$ cat src/sv/sec_pkg.sv
// Shared types, constants and helper function of the soil conductivity block.
package sec_pkg;

   localparam int DEPTH_W = 26;
   localparam int LEN_W   = 24;
   localparam int RES_W   = 40;
   localparam int DVD_W   = 36;
   localparam int LOG_W   = 22;
   localparam int QUEUE_DEPTH = 2;
   localparam int QPTR_W  = $clog2(QUEUE_DEPTH);

   localparam logic [DEPTH_W-1:0] DEPTH_MAX = '1;
   localparam logic [RES_W-1:0]   RES_MAX   = '1;
   localparam logic [15:0] ICE_Q12        = 16'd9011;
   localparam logic [16:0] ONE_Q16        = 17'd65536;
   localparam logic [16:0] SR_KERSTEN_MIN = 17'd6553;
   localparam logic [17:0] LOG10_2_Q16    = 18'd19728;
   localparam logic [17:0] EXP_C3         = 18'd5121;
   localparam logic [16:0] EXP_C2         = 17'd14823;
   localparam logic [16:0] EXP_C1         = 17'd45584;
   localparam logic [15:0] EFF_MAX        = 16'hFFFF;

   localparam logic [1:0] CSR_TOP    = 2'd0;
   localparam logic [1:0] CSR_BOTTOM = 2'd1;
   localparam logic [1:0] CSR_WATER  = 2'd2;

   localparam logic [1:0] ST_OK       = 2'd0;
   localparam logic [1:0] ST_NO_LAYER = 2'd1;
   localparam logic [1:0] ST_FAULT    = 2'd2;

   typedef struct packed {
      logic [23:0] top_depth;
      logic [23:0] bottom_depth;
      logic [15:0] water_conductivity;
   } sec_cfg_type;

   typedef struct packed {
      logic [15:0]      dry;
      logic [15:0]      solids;
      logic [15:0]      moist;
      logic [15:0]      poro;
      logic             frozen;
      logic             use_layer;
      logic [LEN_W-1:0] clipped;
      logic             last;
      logic             started;
      logic             gap_valid;
      logic [LEN_W-1:0] gap;
      logic [LEN_W-1:0] total;
   } sec_job_type;

   typedef enum logic [4:0] {
      B_IDLE, B_LAYER, B_DIV, B_SR, B_LOG0, B_LOG, B_LS, B_LF, B_EX,
      B_P1, B_P2, B_P3, B_KE, B_KL, B_K, B_ADD, B_LAST, B_FIN, B_EFF, B_OUT
   } sec_state_type;

   // Position of the leading one of a 17-bit value (0 for zero).
   function automatic logic [4:0] lead_one(input logic [16:0] x);
      logic [4:0] pos;
      pos = '0;
      for (int b = 0; b < 17; b++) begin
         if (x[b]) pos = 5'(b);
      end
      return pos;
   endfunction

endpackage

$ cat src/sv/sec_if.sv
// Request and response channel interfaces.
interface sec_req_if;
   logic        valid;
   logic        ready;
   logic [23:0] layer_thickness;
   logic [15:0] dry_conductivity;
   logic [15:0] solids_conductivity;
   logic [15:0] moisture_fraction;
   logic [15:0] porosity_fraction;
   logic signed [15:0] soil_temperature;
   logic        last_layer;

   modport source (output valid, layer_thickness, dry_conductivity, solids_conductivity,
                   moisture_fraction, porosity_fraction, soil_temperature, last_layer,
                   input ready);
   modport sink (input valid, layer_thickness, dry_conductivity, solids_conductivity,
                 moisture_fraction, porosity_fraction, soil_temperature, last_layer,
                 output ready);
endinterface

interface sec_rsp_if;
   logic        valid;
   logic        ready;
   logic [15:0] effective_conductivity;
   logic [1:0]  status;

   modport source (output valid, effective_conductivity, status, input ready);
   modport sink (input valid, effective_conductivity, status, output ready);
endinterface

$ cat src/sv/sec_front.sv
// Front end: tracks profile depth, clips each layer to the interval and queues the job.
module sec_front
   import sec_pkg::*;
(
   input  logic        clock,
   input  logic        reset,
   sec_req_if.sink     req,
   input  sec_cfg_type cfg,
   input  logic        full,
   output logic        push,
   output sec_job_type job
);

   logic [DEPTH_W-1:0] depth_ff, depth_in;
   logic               started_ff, started_in;
   logic               ended_ff, ended_in;

   logic [DEPTH_W:0]   depth_sum;
   logic [DEPTH_W-1:0] depth_new;
   logic [DEPTH_W-1:0] top_w, bot_w, lo;

   assign req.ready = !full;
   assign push      = req.valid && req.ready;
   assign top_w     = DEPTH_W'(cfg.top_depth);
   assign bot_w     = DEPTH_W'(cfg.bottom_depth);

   always_comb begin
      depth_sum  = {1'b0, depth_ff} + (DEPTH_W+1)'(req.layer_thickness);
      depth_new  = depth_sum[DEPTH_W] ? DEPTH_MAX : depth_sum[DEPTH_W-1:0];
      lo         = (depth_new < bot_w) ? depth_new : bot_w;
      depth_in   = depth_ff;
      started_in = started_ff;
      ended_in   = ended_ff;

      job.dry       = req.dry_conductivity;
      job.solids    = req.solids_conductivity;
      job.moist     = req.moisture_fraction;
      job.poro      = req.porosity_fraction;
      job.frozen    = req.soil_temperature[15];
      job.use_layer = 1'b0;
      job.clipped   = '0;
      job.last      = req.last_layer;

      if (!ended_ff) begin
         depth_in = depth_new;
         if (depth_new > top_w) begin
            job.use_layer = 1'b1;
            if (!started_ff) begin
               started_in  = 1'b1;
               job.clipped = (lo > top_w) ? LEN_W'(lo - top_w) : '0;
               if (depth_new > bot_w) ended_in = 1'b1;
            end else if (depth_new > bot_w) begin
               job.clipped = (bot_w > depth_ff) ? LEN_W'(bot_w - depth_ff) : '0;
               ended_in    = 1'b1;
            end else begin
               job.clipped = req.layer_thickness;
            end
         end
      end

      job.started   = started_in;
      job.gap_valid = started_in && !ended_in && (bot_w > depth_in);
      job.gap       = LEN_W'(bot_w - depth_in);
      job.total     = (cfg.bottom_depth > cfg.top_depth) ?
                      (cfg.bottom_depth - cfg.top_depth) : '0;

      // Start a fresh profile after the deepest layer.
      if (req.last_layer) begin
         depth_in   = '0;
         started_in = 1'b0;
         ended_in   = 1'b0;
      end
   end

   always_ff @(posedge clock) begin
      if (reset) begin
         depth_ff   <= '0;
         started_ff <= 1'b0;
         ended_ff   <= 1'b0;
      end else if (push) begin
         depth_ff   <= depth_in;
         started_ff <= started_in;
         ended_ff   <= ended_in;
      end
   end

endmodule

$ cat src/sv/sec_queue.sv
// Short job queue between the front and back ends.
module sec_queue
   import sec_pkg::*;
(
   input  logic        clock,
   input  logic        reset,
   input  logic        push,
   input  sec_job_type job_in,
   output logic        full,
   output logic        not_empty,
   input  logic        pop,
   output sec_job_type job_out
);

   sec_job_type           mem_ff [QUEUE_DEPTH];
   logic [QPTR_W-1:0]     wr_ff, rd_ff;
   logic [QPTR_W:0]       cnt_ff;

   assign full      = (cnt_ff == (QPTR_W+1)'(QUEUE_DEPTH));
   assign not_empty = (cnt_ff != '0);
   assign job_out   = mem_ff[rd_ff];

   always_ff @(posedge clock) begin
      if (push) mem_ff[wr_ff] <= job_in;
   end

   always_ff @(posedge clock) begin
      if (reset) begin
         wr_ff  <= '0;
         rd_ff  <= '0;
         cnt_ff <= '0;
      end else begin
         if (push) wr_ff <= (wr_ff == QPTR_W'(QUEUE_DEPTH-1)) ? '0 : wr_ff + 1'b1;
         if (pop)  rd_ff <= (rd_ff == QPTR_W'(QUEUE_DEPTH-1)) ? '0 : rd_ff + 1'b1;
         cnt_ff <= cnt_ff + (QPTR_W+1)'(push) - (QPTR_W+1)'(pop);
      end
   end

endmodule

$ cat src/sv/sec_back.sv
// Back end: Johansen conductivity, resistance sum and result on one shared multiplier and divider.
module sec_back
   import sec_pkg::*;
(
   input  logic        clock,
   input  logic        reset,
   input  logic        job_valid,
   input  sec_job_type job,
   output logic        pop,
   input  logic [15:0] water,
   sec_rsp_if.source   rsp
);

   sec_state_type state_ff, state_in, ret_ff, ret_in;
   sec_job_type   job_ff, job_in;

   logic [16:0] sr_ff, sr_in;
   logic [15:0] sat_ff, sat_in;
   logic [16:0] ke_ff, ke_in;
   logic signed [LOG_W-1:0] ls_ff, ls_in, lg_ff, lg_in;
   logic signed [40:0] acc_ff, acc_in;
   logic signed [24:0] ex_ff, ex_in;
   logic [16:0] p_ff, p_in;
   logic [16:0] lx_ff, lx_in, ly_ff, ly_in;
   logic [4:0]  le_ff, le_in;
   logic [15:0] lfrac_ff, lfrac_in;
   logic [3:0]  lcnt_ff, lcnt_in;
   logic        lfb16_ff, lfb16_in;
   logic [5:0]  cnt_ff, cnt_in;
   logic [DVD_W-1:0] dq_ff, dq_in;
   logic [RES_W:0]   dr_ff, dr_in;
   logic [RES_W-1:0] dd_ff, dd_in;
   logic [RES_W-1:0] rsum_ff, rsum_in;
   logic [15:0] bk_ff, bk_in;
   logic        fault_ff, fault_in;
   logic        gap_ph_ff, gap_ph_in;
   logic [15:0] pend_eff_ff, pend_eff_in;
   logic [1:0]  pend_st_ff, pend_st_in;
   logic        rv_ff, rv_in;
   logic [15:0] out_eff_ff, out_eff_in;
   logic [1:0]  out_st_ff, out_st_in;

   logic signed [17:0] mul_a;
   logic signed [22:0] mul_b;
   logic signed [40:0] mul_p;

   logic [15:0]        filler;
   logic signed [40:0] ex_sum;
   logic [17:0]        sq;
   logic [15:0]        frac_new;
   logic signed [5:0]  exp_i;
   logic [17:0]        m_val, m_sh;
   logic signed [9:0]  sh;
   logic signed [25:0] kl_v;
   logic signed [19:0] k_v;
   logic signed [16:0] sat_diff;
   logic [RES_W:0]     div_r, add_sum;
   logic [15:0]        k_new;

   assign rsp.valid                  = rv_ff;
   assign rsp.effective_conductivity = out_eff_ff;
   assign rsp.status                 = out_st_ff;
   assign filler   = job_ff.frozen ? ICE_Q12 : water;
   assign sat_diff = $signed({1'b0, sat_ff}) - $signed({1'b0, job_ff.dry});
   assign mul_p    = mul_a * mul_b;

   always_comb begin
      mul_a = '0;
      mul_b = '0;
      case (state_ff)
         B_LOG: begin
            mul_a = $signed({1'b0, ly_ff});
            mul_b = $signed({6'b0, ly_ff});
         end
         B_LF: begin
            mul_a = $signed({1'b0, 17'(ONE_Q16 - {1'b0, job_ff.poro})});
            mul_b = 23'(ls_ff);
         end
         B_EX: begin
            mul_a = $signed({2'b0, job_ff.poro});
            mul_b = 23'(lg_ff);
         end
         B_P1: begin
            mul_a = $signed(EXP_C3);
            mul_b = $signed({7'b0, ex_ff[15:0]});
         end
         B_P2, B_P3: begin
            mul_a = $signed({1'b0, p_ff});
            mul_b = $signed({7'b0, ex_ff[15:0]});
         end
         B_KL: begin
            mul_a = $signed(LOG10_2_Q16);
            mul_b = 23'(lg_ff);
         end
         B_K: begin
            mul_a = 18'(sat_diff);
            mul_b = $signed({6'b0, ke_ff});
         end
         default: begin
            mul_a = '0;
            mul_b = '0;
         end
      endcase
   end

   always_comb begin
      state_in    = state_ff;
      ret_in      = ret_ff;
      job_in      = job_ff;
      sr_in       = sr_ff;
      sat_in      = sat_ff;
      ke_in       = ke_ff;
      ls_in       = ls_ff;
      lg_in       = lg_ff;
      acc_in      = acc_ff;
      ex_in       = ex_ff;
      p_in        = p_ff;
      lx_in       = lx_ff;
      ly_in       = ly_ff;
      le_in       = le_ff;
      lfrac_in    = lfrac_ff;
      lcnt_in     = lcnt_ff;
      lfb16_in    = lfb16_ff;
      cnt_in      = cnt_ff;
      dq_in       = dq_ff;
      dr_in       = dr_ff;
      dd_in       = dd_ff;
      rsum_in     = rsum_ff;
      bk_in       = bk_ff;
      fault_in    = fault_ff;
      gap_ph_in   = gap_ph_ff;
      pend_eff_in = pend_eff_ff;
      pend_st_in  = pend_st_ff;
      rv_in       = rv_ff && !rsp.ready;
      out_eff_in  = out_eff_ff;
      out_st_in   = out_st_ff;
      pop         = 1'b0;

      ex_sum   = acc_ff + mul_p;
      sq       = mul_p[33:16];
      frac_new = lfrac_ff;
      if (sq[17]) frac_new[lcnt_ff] = 1'b1;
      exp_i    = ex_ff[21:16];
      m_val    = 18'(ONE_Q16) + mul_p[33:16];
      sh       = 10'sd4 - 10'(exp_i);
      m_sh     = m_val >> sh[4:0];
      kl_v     = 26'(mul_p >>> 16) + 26'sd65536;
      k_v      = 20'(mul_p >>> 16) + $signed({4'b0, job_ff.dry});
      k_new    = (k_v < 0) ? 16'd0 : ((k_v > 20'sd65535) ? EFF_MAX : k_v[15:0]);
      div_r    = {dr_ff[RES_W-1:0], dq_ff[DVD_W-1]};
      add_sum  = {1'b0, rsum_ff} + (RES_W+1)'(dq_ff);

      case (state_ff)
         B_IDLE: begin
            if (job_valid) begin
               pop      = 1'b1;
               job_in   = job;
               state_in = B_LAYER;
            end
         end
         B_LAYER: begin
            if (!job_ff.use_layer) begin
               state_in = B_LAST;
            end else if (job_ff.poro == '0) begin
               fault_in = 1'b1;
               bk_in    = '0;
               state_in = B_LAST;
            end else begin
               dq_in    = {4'b0, job_ff.moist, 16'b0};
               dd_in    = RES_W'(job_ff.poro);
               dr_in    = '0;
               cnt_in   = 6'(DVD_W);
               ret_in   = B_SR;
               state_in = B_DIV;
            end
         end
         B_DIV: begin
            if (div_r >= {1'b0, dd_ff}) begin
               dr_in = div_r - {1'b0, dd_ff};
               dq_in = {dq_ff[DVD_W-2:0], 1'b1};
            end else begin
               dr_in = div_r;
               dq_in = {dq_ff[DVD_W-2:0], 1'b0};
            end
            cnt_in = cnt_ff - 1'b1;
            if (cnt_ff == 6'd1) state_in = ret_ff;
         end
         B_SR: begin
            sr_in = (dq_ff > DVD_W'(ONE_Q16)) ? ONE_Q16 : dq_ff[16:0];
            if (job_ff.solids == '0 || filler == '0) begin
               sat_in   = '0;
               state_in = B_KE;
            end else begin
               lx_in    = {1'b0, job_ff.solids};
               lfb16_in = 1'b0;
               ret_in   = B_LS;
               state_in = B_LOG0;
            end
         end
         B_LOG0: begin
            le_in    = lead_one(lx_ff);
            ly_in    = 17'(lx_ff << (5'd16 - lead_one(lx_ff)));
            lfrac_in = '0;
            lcnt_in  = 4'd15;
            state_in = B_LOG;
         end
         B_LOG: begin
            // Square, renormalise and take one fraction bit.
            ly_in    = sq[17] ? sq[17:1] : sq[16:0];
            lfrac_in = frac_new;
            lcnt_in  = lcnt_ff - 1'b1;
            if (lcnt_ff == '0) begin
               lg_in    = {$signed({1'b0, le_ff}) - (lfb16_ff ? 6'sd16 : 6'sd12), frac_new};
               state_in = ret_ff;
            end
         end
         B_LS: begin
            ls_in    = lg_ff;
            lx_in    = {1'b0, filler};
            lfb16_in = 1'b0;
            ret_in   = B_LF;
            state_in = B_LOG0;
         end
         B_LF: begin
            acc_in   = mul_p;
            state_in = B_EX;
         end
         B_EX: begin
            ex_in    = 25'(ex_sum >>> 16);
            state_in = B_P1;
         end
         B_P1: begin
            p_in     = EXP_C2 + mul_p[32:16];
            state_in = B_P2;
         end
         B_P2: begin
            p_in     = EXP_C1 + mul_p[32:16];
            state_in = B_P3;
         end
         B_P3: begin
            if (sh <= 0)
               sat_in = EFF_MAX;
            else if (sh >= 10'sd32)
               sat_in = '0;
            else
               sat_in = (m_sh > 18'(EFF_MAX)) ? EFF_MAX : m_sh[15:0];
            state_in = B_KE;
         end
         B_KE: begin
            if (job_ff.frozen) begin
               ke_in    = sr_ff;
               state_in = B_K;
            end else if (sr_ff > SR_KERSTEN_MIN) begin
               lx_in    = sr_ff;
               lfb16_in = 1'b1;
               ret_in   = B_KL;
               state_in = B_LOG0;
            end else begin
               ke_in    = '0;
               state_in = B_K;
            end
         end
         B_KL: begin
            if (kl_v < 0)
               ke_in = '0;
            else if (kl_v > 26'sd65536)
               ke_in = ONE_Q16;
            else
               ke_in = kl_v[16:0];
            state_in = B_K;
         end
         B_K: begin
            bk_in = k_new;
            if (k_new == '0) begin
               fault_in = 1'b1;
               state_in = B_LAST;
            end else begin
               dq_in    = {job_ff.clipped, 12'b0};
               dd_in    = RES_W'(k_new);
               dr_in    = '0;
               cnt_in   = 6'(DVD_W);
               ret_in   = B_ADD;
               state_in = B_DIV;
            end
         end
         B_ADD: begin
            rsum_in  = add_sum[RES_W] ? RES_MAX : add_sum[RES_W-1:0];
            state_in = gap_ph_ff ? B_FIN : B_LAST;
         end
         B_LAST: begin
            if (!job_ff.last) begin
               state_in = B_IDLE;
            end else if (!job_ff.started) begin
               pend_eff_in = '0;
               pend_st_in  = ST_NO_LAYER;
               state_in    = B_OUT;
            end else if (job_ff.gap_valid) begin
               // Extend the bottom layer down to the interval bottom.
               if (bk_ff == '0) begin
                  fault_in = 1'b1;
                  state_in = B_FIN;
               end else begin
                  gap_ph_in = 1'b1;
                  dq_in     = {job_ff.gap, 12'b0};
                  dd_in     = RES_W'(bk_ff);
                  dr_in     = '0;
                  cnt_in    = 6'(DVD_W);
                  ret_in    = B_ADD;
                  state_in  = B_DIV;
               end
            end else begin
               state_in = B_FIN;
            end
         end
         B_FIN: begin
            if (fault_ff || job_ff.total == '0) begin
               pend_eff_in = '0;
               pend_st_in  = ST_FAULT;
               state_in    = B_OUT;
            end else if (rsum_ff == '0) begin
               pend_eff_in = EFF_MAX;
               pend_st_in  = ST_OK;
               state_in    = B_OUT;
            end else begin
               dq_in    = {job_ff.total, 12'b0};
               dd_in    = rsum_ff;
               dr_in    = '0;
               cnt_in   = 6'(DVD_W);
               ret_in   = B_EFF;
               state_in = B_DIV;
            end
         end
         B_EFF: begin
            pend_eff_in = (dq_ff > DVD_W'(EFF_MAX)) ? EFF_MAX : dq_ff[15:0];
            pend_st_in  = ST_OK;
            state_in    = B_OUT;
         end
         B_OUT: begin
            if (!rv_ff || rsp.ready) begin
               rv_in      = 1'b1;
               out_eff_in = pend_eff_ff;
               out_st_in  = pend_st_ff;
               rsum_in    = '0;
               bk_in      = '0;
               fault_in   = 1'b0;
               gap_ph_in  = 1'b0;
               state_in   = B_IDLE;
            end
         end
         default: state_in = B_IDLE;
      endcase
   end

   always_ff @(posedge clock) begin
      if (reset) begin
         state_ff  <= B_IDLE;
         ret_ff    <= B_IDLE;
         rv_ff     <= 1'b0;
         rsum_ff   <= '0;
         bk_ff     <= '0;
         fault_ff  <= 1'b0;
         gap_ph_ff <= 1'b0;
      end else begin
         state_ff  <= state_in;
         ret_ff    <= ret_in;
         rv_ff     <= rv_in;
         rsum_ff   <= rsum_in;
         bk_ff     <= bk_in;
         fault_ff  <= fault_in;
         gap_ph_ff <= gap_ph_in;
      end
   end

   always_ff @(posedge clock) begin
      job_ff      <= job_in;
      sr_ff       <= sr_in;
      sat_ff      <= sat_in;
      ke_ff       <= ke_in;
      ls_ff       <= ls_in;
      lg_ff       <= lg_in;
      acc_ff      <= acc_in;
      ex_ff       <= ex_in;
      p_ff        <= p_in;
      lx_ff       <= lx_in;
      ly_ff       <= ly_in;
      le_ff       <= le_in;
      lfrac_ff    <= lfrac_in;
      lcnt_ff     <= lcnt_in;
      lfb16_ff    <= lfb16_in;
      cnt_ff      <= cnt_in;
      dq_ff       <= dq_in;
      dr_ff       <= dr_in;
      dd_ff       <= dd_in;
      pend_eff_ff <= pend_eff_in;
      pend_st_ff  <= pend_st_in;
      out_eff_ff  <= out_eff_in;
      out_st_ff   <= out_st_in;
   end

endmodule

$ cat src/sv/soil_effective_conductivity_unit.sv
// Top level of the soil effective conductivity unit.
// Layers of one soil profile enter top down on req_ch, one transfer per layer;
// the layer flagged last_layer closes the profile and yields one transfer on
// rsp_ch with the series effective conductivity and a status code. Other
// layers yield nothing. Registers are written through csr_wr_en, csr_index
// and csr_wdata while the unit is idle; the user must keep to this, as the
// block itself does not enforce it. The front end takes a layer and clips it
// to the depth interval; a two-entry queue lets it run ahead of the back end.
// The back end skips the computation for a layer outside the interval or with
// zero porosity (a fault); for one inside it, it uses a 36-step restoring
// divider for saturation and resistance and up to three log2 passes on the
// shared multiplier. The last layer adds up to two more divides and a step into
// the output register. rsp_ch is registered: a stalled receiver holds the
// result while the front keeps filling the queue, and the back end waits only
// when it has a second result ready. Reset is synchronous: it empties the queue,
// clears the profile state and restores the register defaults.
module soil_effective_conductivity_unit
   import sec_pkg::*;
(
   input  logic        clock,
   input  logic        reset,
   sec_req_if.sink     req_ch,
   sec_rsp_if.source   rsp_ch,
   input  logic        csr_wr_en,
   input  logic [1:0]  csr_index,
   input  logic [23:0] csr_wdata
);

   sec_cfg_type cfg_ff;
   sec_job_type f_job, q_job;
   logic        q_push, q_full, q_valid, q_pop;

   always_ff @(posedge clock) begin
      if (reset) begin
         cfg_ff.top_depth          <= 24'd0;
         cfg_ff.bottom_depth       <= 24'd65536;
         cfg_ff.water_conductivity <= 16'd2335;
      end else if (csr_wr_en) begin
         case (csr_index)
            CSR_TOP:    cfg_ff.top_depth          <= csr_wdata;
            CSR_BOTTOM: cfg_ff.bottom_depth       <= csr_wdata;
            CSR_WATER:  cfg_ff.water_conductivity <= csr_wdata[15:0];
            default:    ;
         endcase
      end
   end

   sec_front u_front (
      .clock (clock),
      .reset (reset),
      .req   (req_ch),
      .cfg   (cfg_ff),
      .full  (q_full),
      .push  (q_push),
      .job   (f_job)
   );

   sec_queue u_queue (
      .clock     (clock),
      .reset     (reset),
      .push      (q_push),
      .job_in    (f_job),
      .full      (q_full),
      .not_empty (q_valid),
      .pop       (q_pop),
      .job_out   (q_job)
   );

   sec_back u_back (
      .clock     (clock),
      .reset     (reset),
      .job_valid (q_valid),
      .job       (q_job),
      .pop       (q_pop),
      .water     (cfg_ff.water_conductivity),
      .rsp       (rsp_ch)
   );

   a_no_layer_zero: assert property (@(posedge clock) disable iff (reset)
      (rsp_ch.valid && rsp_ch.status == ST_NO_LAYER) |-> rsp_ch.effective_conductivity == '0)
      else $error("no-layer result carries a nonzero conductivity");

   a_fault_zero: assert property (@(posedge clock) disable iff (reset)
      (rsp_ch.valid && rsp_ch.status == ST_FAULT) |-> rsp_ch.effective_conductivity == '0)
      else $error("fault result carries a nonzero conductivity");

   a_reset_quiet: assert property (@(posedge clock) disable iff (reset)
      $past(reset) |-> !rsp_ch.valid)
      else $error("response valid straight after reset");

   a_pop_valid: assert property (@(posedge clock) disable iff (reset)
      q_pop |-> q_valid)
      else $error("back end popped an empty queue");

endmodule

$ cat src/flat_wrapper.sv
// flat-port wrapper written by rule: the top's interface ports become plain ports
module soil_effective_conductivity_unit_flat import sec_pkg::*;
  (clock, reset, csr_wr_en, csr_index, csr_wdata, req_ch_valid, req_ch_layer_thickness, req_ch_dry_conductivity, req_ch_solids_conductivity, req_ch_moisture_fraction, req_ch_porosity_fraction, req_ch_soil_temperature, req_ch_last_layer, req_ch_ready, rsp_ch_valid, rsp_ch_effective_conductivity, rsp_ch_status, rsp_ch_ready);
  sec_req_if req_ch_i ();
  sec_rsp_if rsp_ch_i ();
  input  logic clock;
  input  logic reset;
  input  logic csr_wr_en;
  input  logic [1:0] csr_index;
  input  logic [23:0] csr_wdata;
  input wire logic [$bits(req_ch_i.valid)-1:0] req_ch_valid;
  input wire logic [$bits(req_ch_i.layer_thickness)-1:0] req_ch_layer_thickness;
  input wire logic [$bits(req_ch_i.dry_conductivity)-1:0] req_ch_dry_conductivity;
  input wire logic [$bits(req_ch_i.solids_conductivity)-1:0] req_ch_solids_conductivity;
  input wire logic [$bits(req_ch_i.moisture_fraction)-1:0] req_ch_moisture_fraction;
  input wire logic [$bits(req_ch_i.porosity_fraction)-1:0] req_ch_porosity_fraction;
  input wire logic [$bits(req_ch_i.soil_temperature)-1:0] req_ch_soil_temperature;
  input wire logic [$bits(req_ch_i.last_layer)-1:0] req_ch_last_layer;
  output wire logic [$bits(req_ch_i.ready)-1:0] req_ch_ready;
  output wire logic [$bits(rsp_ch_i.valid)-1:0] rsp_ch_valid;
  output wire logic [$bits(rsp_ch_i.effective_conductivity)-1:0] rsp_ch_effective_conductivity;
  output wire logic [$bits(rsp_ch_i.status)-1:0] rsp_ch_status;
  input wire logic [$bits(rsp_ch_i.ready)-1:0] rsp_ch_ready;
  assign req_ch_i.valid = req_ch_valid;
  assign req_ch_i.layer_thickness = req_ch_layer_thickness;
  assign req_ch_i.dry_conductivity = req_ch_dry_conductivity;
  assign req_ch_i.solids_conductivity = req_ch_solids_conductivity;
  assign req_ch_i.moisture_fraction = req_ch_moisture_fraction;
  assign req_ch_i.porosity_fraction = req_ch_porosity_fraction;
  assign req_ch_i.soil_temperature = req_ch_soil_temperature;
  assign req_ch_i.last_layer = req_ch_last_layer;
  assign req_ch_ready = req_ch_i.ready;
  assign rsp_ch_valid = rsp_ch_i.valid;
  assign rsp_ch_effective_conductivity = rsp_ch_i.effective_conductivity;
  assign rsp_ch_status = rsp_ch_i.status;
  assign rsp_ch_i.ready = rsp_ch_ready;
  soil_effective_conductivity_unit u_core (.clock(clock), .reset(reset), .req_ch(req_ch_i), .rsp_ch(rsp_ch_i), .csr_wr_en(csr_wr_en), .csr_index(csr_index), .csr_wdata(csr_wdata));
endmodule
$ cat config.mk
export PLATFORM = sky130hd
export DESIGN_NAME = soil_effective_conductivity_unit_flat
export DESIGN_NICKNAME = d
export VERILOG_FILES = /design/src/sv/sec_pkg.sv /design/src/sv/sec_if.sv /design/src/sv/sec_front.sv /design/src/sv/sec_queue.sv /design/src/sv/sec_back.sv /design/src/sv/soil_effective_conductivity_unit.sv /design/src/flat_wrapper.sv
export SDC_FILE = /design/constraint.sdc
export NUM_CORES = 2
export LEC_CHECK = 0
export BUFFER_PORTS_ARGS = -buffer_cell sky130_fd_sc_hd__buf_2
export CAP_MARGIN = 20
export CORE_MARGIN = 3
export CORE_UTILIZATION = 34
export DETAILED_ROUTE_END_ITERATION = 10
export GPL_TIMING_DRIVEN = 0
export PLACE_DENSITY_LB_ADDON = 0.25
export RECOVER_POWER = 25
export SLEW_MARGIN = 10
export SYNTH_ARGS = -nofsm -noshare
export SYNTH_HDL_FRONTEND = slang
export SYNTH_SLANG_ARGS = --single-unit
$ cat constraint.sdc
create_clock -name clock -period 25.8 [get_ports clock]
set_input_delay 7.74 -clock clock [delete_from_list [all_inputs] [get_ports clock]]
set_output_delay 7.74 -clock clock [all_outputs]
set_load 0.02 [all_outputs]
==> impl_metrics.json <==
{
  "status": "finished, final reports clean",
  "clock_latency_ns": 0.78,
  "cpPeakStageDelay_ns": 0.71,
  "sequentialPowerShare": 0.391,
  "layout-drive-gt1-share": 0.08771,
  "global_route.usage.met3": 0.04831,
  "final_wirelength_um": 257800,
  "sw_frac_of_total": 0.3739,
  "clock_transition_at_path_regs_ns": 0.06,
  "synthesis.nets": 7981,
  "synth_sequential_area_ratio": 0.3927,
  "placedInstanceArea_um2": 75530,
  "synthToLayoutAreaGrowth_pct": 12.23,
  "start_kind": "input port",
  "r2r_start": "u_core.u_back.job_ff[125]",
  "cellInternalPower_mw": 3.796,
  "grt-ovfl-total": 0,
  "wl_per_cell_um": 25.46,
  "htree_num_levels": 3,
  "global_route.peak_usage_layer": "met2",
  "final_design_area_no_fill_um2": 79120,
  "max_cap_viol_count": 0,
  "fmaxAchievable_mhz": 54.65,
  "rows": 166,
  "final_net_count": 8320,
  "rsz_0062_raised_after_global_routing": "false",
  "global_routing_met1_resource_utilization": 0.3379,
  "synth_enable_flop_cells": 812,
  "holdWs_ns": 0.4194,
  "number_of_flip_flops_and_latches_in_the_synthesized_netlist": 977,
  "drtAntennaViolNets": 0,
  "grt_antenna_before_repair": 7,
  "area_of_combinational_cells_with_multiple_inputs_um2": 39030,
  "post_drt_via_cell_ratio": 5.598,
  "synth_cell_types": 114,
  "maxSlewHeadroom": 0.06588,
  "synth.cell_area_um2": 70500,
  "initial_core_util": 0.3432,
  "synth_ff_type": "sky130_fd_sc_hd__edfxtp_1",
  "ctsLongestPathBuffers": 3,
  "share_of_flip_flops_with_an_asynchronous_set_or_reset_after_synthesis": 0,
  "cp_top_delay_family": "compound AO/OA/AOI/OAI gates",
  "drt_first_iter_violations": 6171,
  "synthCells": 7000,
  "core_area_um2": 205400,
  "post_synth.cell_area_avg_um2": 10.07,
  "p_sw_mw": 2.267,
  "tritoncts_clock_tree": "yes",
  "met2_track_demand_over_resource": 0.3606,
  "detailed_place_hpwl_um": 209200,
  "kind_of_end_point_of_the_critical_path": "flop",
  "vias": 56671,
  "setup_viol_count_final": 0,
  "power_density_nw_per_um2": 76.63,
  "place.gp.congestion": 0.9936,
  "final_period_demand_of_the_worst_path_ns": 18.30,
  "master_of_the_slowest_instance_on_the_critical_path": "sky130_fd_sc_hd__nor2_1",
  "holdPathStages": 0,
  "via_count_of_the_first_global_routing_pass": 55197,
  "cp.arrival_ns": 18.76,
  "timing.critical_path.required_ns": 26.26,
  "tritoncts_buffer_count": 107,
  "min_period_over_period": 0.7092,
  "dpl.cell_count": 9908,
  "clock_sinks": 977,
  "worstSetupStartpoint": "req_ch_layer_thickness[0]",
  "floorplan.die.height_um": 461.3,
  "floorplan.die_area_um2": 212800,
  "clockRootBuffer": "sky130_fd_sc_hd__clkbuf_16",
  "floorplan.die.width_um": 461.3,
  "post_cts_buffers": 0,
  "r2r_cells": 50,
  "sequential_cell_area_um2": 27690,
  "grt_pass1_wl_um": 373200,
  "combinationalPowerShare": 0.350,
  "grt_start_max_net_pins": 53,
  "crit_fanout": 10,
  "groute.usage.overall": 0.2383,
  "pwr-share-clk": 0.260,
  "ir_drop_mv": 0.05815,
  "min_path_type": "reg -> reg",
  "max_slew.worst_pin.slew_ns": 1.388,
  "final_max_slew_viol_count": 0,
  "worst-r2r-setup-slack_ns": 9.40,
  "holdBufCountCts": 0,
  "filler_cell_count": 20378,
  "finalNonFillerCells": 10124,
  "worst_clock_skew_ns": 0.06521,
  "cts-resized-gates": 0,
  "synth-warning-count": 0,
  "drtPass1Iterations": 6,
  "timing_hold_violations_final": 0,
  "power_leakage_nw": 31.66,
  "residual_drc_count": 0,
  "worst-path-buf-inv": 5,
  "io_buffer_count": 140,
  "timing.setup.critical_path_class": "in -> reg",
  "boundaryPins": 156,
  "crit_cells": 38,
  "hp_start": "u_core.u_back.pend_eff_ff[15]"
}
==> cell usage in the layout, fill, tap and decap left out, drive strengths merged, types with 56 or more instances in the layout <==
master	Yosys	routed
ha	437	437
a22oi	113	113
a211oi	59	59
nand2b	56	56
and2	94	94
mux2i	76	76
edfxtp	812	812
nor2	507	507
a31oi	67	67
dfxtp	165	165
mux2	151	151
and3	69	69
clkbuf	235	387
nand2	731	731
a21oi	449	449
nand4	66	66
fa	408	408
nand3	145	145
o21ai	347	347
nor4	61	61
nor3	119	119
a21o	147	147
xor2	99	99
buf	41	251
inv	749	755
xnor2	160	160
nor2b	57	57
==> worst reg2reg max path: cells and delay by family (launching register included) <==
| family | cells | cell delay (ns) |
|---|---|---|
| fa+ha+maj | 10 | 4.57 |
| compound gates | 18 | 5.45 |
| flops | 1 | 0.47 |
| xor+xnor | 1 | 0.97 |
| buf+inv | 14 | 2.95 |
| simple gates | 7 | 1.68 |
==> kinds of logic after synthesis <==
| kind of cell | synth area share |
|---|---|
| compound gates | 0.1506 |
| simple gates | 0.1342 |
| xor+xnor | 0.03287 |
| buf+inv | 0.05545 |
| mux | 0.04072 |
| fa+ha+maj | 0.1934 |
| flops | 0.3927 |
==> registers in the layout, summed over array words and instances, names as in the netlist, 17 cells and up <==
| register | flops |
|---|---|
| u_core.u_queue.mem_ff | 282 |
| u_core.u_back.job_ff | 141 |
| u_core.cfg_ff | 64 |
| u_core.u_back.dd_ff | 40 |
| u_core.u_back.dr_ff | 40 |
| u_core.u_back.rsum_ff | 40 |
| u_core.u_back.acc_ff | 38 |
| u_core.u_back.dq_ff | 36 |
| u_core.u_front.depth_ff | 26 |
| u_core.u_back.ex_ff | 22 |
| u_core.u_back.lg_ff | 22 |
| u_core.u_back.ls_ff | 22 |
| u_core.u_back.ke_ff | 17 |
| u_core.u_back.lx_ff | 17 |
| u_core.u_back.ly_ff | 17 |
| u_core.u_back.p_ff | 17 |
| u_core.u_back.sr_ff | 17 |
==> area by class of cell <==
cell class              instances  share of cell area
diodes                          2          0.00006326
inverters                     753             0.03572
well taps                    2688             0.04251
repair buffers                230             0.01925
clock inverters                72            0.009994
flip-flops and latches        977              0.3499
multi-input cells            4994              0.4933
clock buffers                 132             0.03553
plain buffers                 276             0.01369
==> final timing paths <==
check | end
setup / recovery | u_core.u_queue.mem_ff[1][63]
hold / removal | u_core.u_back.rsp.effective_conductivity[15]
setup reg to reg | u_core.u_back.dr_ff[23]
hold reg to reg | u_core.u_back.rsp.effective_conductivity[15]
==> per-stage QoR <==
stage / setup TNS, ns / util / setup WS, ns / power (mW)
3_3_place_gp: -250.61 / 0.3630 / -3.059 / 4.557
2_1_floorplan: 0 / - / 6.637 / 3.764
3_5_place_dp: 0 / 0.3677 / 7.171 / 4.498
5_1_grt: 0 / 0.3852 / 7.232 / 6.371
4_1_cts: 0 / 0.3852 / 8.014 / 6.092
6_report: 0 / 0.3852 / 7.503 / 6.063
==> metal layers <==
| metal | up-vias | part of all wire |
|---|---|---|
| met2 | 2490 | 0.43 |
| met4 | 2 | 0.037 |
| li1 | 25625 | - |
| met5 | - | 0.000050 |
| met1 | 28154 | 0.44 |
| met3 | 400 | 0.087 |
==> cell usage after synthesis (13+ instances only) <==
cell / number / share of area
sky130_fd_sc_hd__xnor2_1: 158 / 0.020
sky130_fd_sc_hd__a31oi_1: 66 / 0.0059
sky130_fd_sc_hd__a22oi_1: 112 / 0.012
sky130_fd_sc_hd__or3_1: 41 / 0.0036
sky130_fd_sc_hd__a21oi_1: 447 / 0.032
sky130_fd_sc_hd__mux2i_1: 76 / 0.011
sky130_fd_sc_hd__nor3_1: 117 / 0.0083
sky130_fd_sc_hd__ha_1: 437 / 0.078
sky130_fd_sc_hd__dfxtp_1: 165 / 0.047
sky130_fd_sc_hd__inv_1: 743 / 0.040
sky130_fd_sc_hd__a221o_1: 23 / 0.0033
sky130_fd_sc_hd__a211o_1: 23 / 0.0029
sky130_fd_sc_hd__nand3_1: 144 / 0.010
sky130_fd_sc_hd__o21ai_1: 21 / 0.0015
sky130_fd_sc_hd__o211ai_1: 24 / 0.0026
sky130_fd_sc_hd__a21boi_0: 20 / 0.0021
sky130_fd_sc_hd__a22o_1: 28 / 0.0035
sky130_fd_sc_hd__a21o_1: 147 / 0.016
sky130_fd_sc_hd__o21a_1: 52 / 0.0055
sky130_fd_sc_hd__nor2b_1: 57 / 0.0051
sky130_fd_sc_hd__mux2_2: 150 / 0.024
sky130_fd_sc_hd__clkbuf_1: 235 / 0.013
sky130_fd_sc_hd__edfxtp_1: 812 / 0.35
sky130_fd_sc_hd__nor4_1: 61 / 0.0054
sky130_fd_sc_hd__a32oi_1: 14 / 0.0017
sky130_fd_sc_hd__o21ai_0: 315 / 0.022
sky130_fd_sc_hd__and2_1: 89 / 0.0079
sky130_fd_sc_hd__xor2_1: 96 / 0.012
sky130_fd_sc_hd__nor2_1: 506 / 0.027
sky130_fd_sc_hd__o21bai_1: 30 / 0.0032
sky130_fd_sc_hd__and3_1: 68 / 0.0060
sky130_fd_sc_hd__fa_1: 408 / 0.12
sky130_fd_sc_hd__o31ai_1: 24 / 0.0026
sky130_fd_sc_hd__mux4_2: 18 / 0.0058
sky130_fd_sc_hd__a311oi_1: 27 / 0.0034
sky130_fd_sc_hd__nand2_1: 729 / 0.039
sky130_fd_sc_hd__a31o_2: 22 / 0.0027
sky130_fd_sc_hd__o22ai_1: 15 / 0.0013
sky130_fd_sc_hd__nand4_1: 65 / 0.0058
sky130_fd_sc_hd__buf_2: 13 / 0.00092
sky130_fd_sc_hd__buf_1: 22 / 0.0012
sky130_fd_sc_hd__a211oi_1: 55 / 0.0059
sky130_fd_sc_hd__nand2b_1: 56 / 0.0050
==> power by group through the flow <==
stage          logic (mW)  registers [mW]  clock network [mW]
3_3_place_gp         2.00            2.56                   0
4_1_cts              2.12            2.36                1.61
5_1_grt              2.31            2.39                1.67
6_report             2.12            2.37                1.57
2_1_floorplan        1.41            2.35                   0
3_5_place_dp         2.10            2.39                   0
Note: power is estimated with default switching activity, not from simulation.
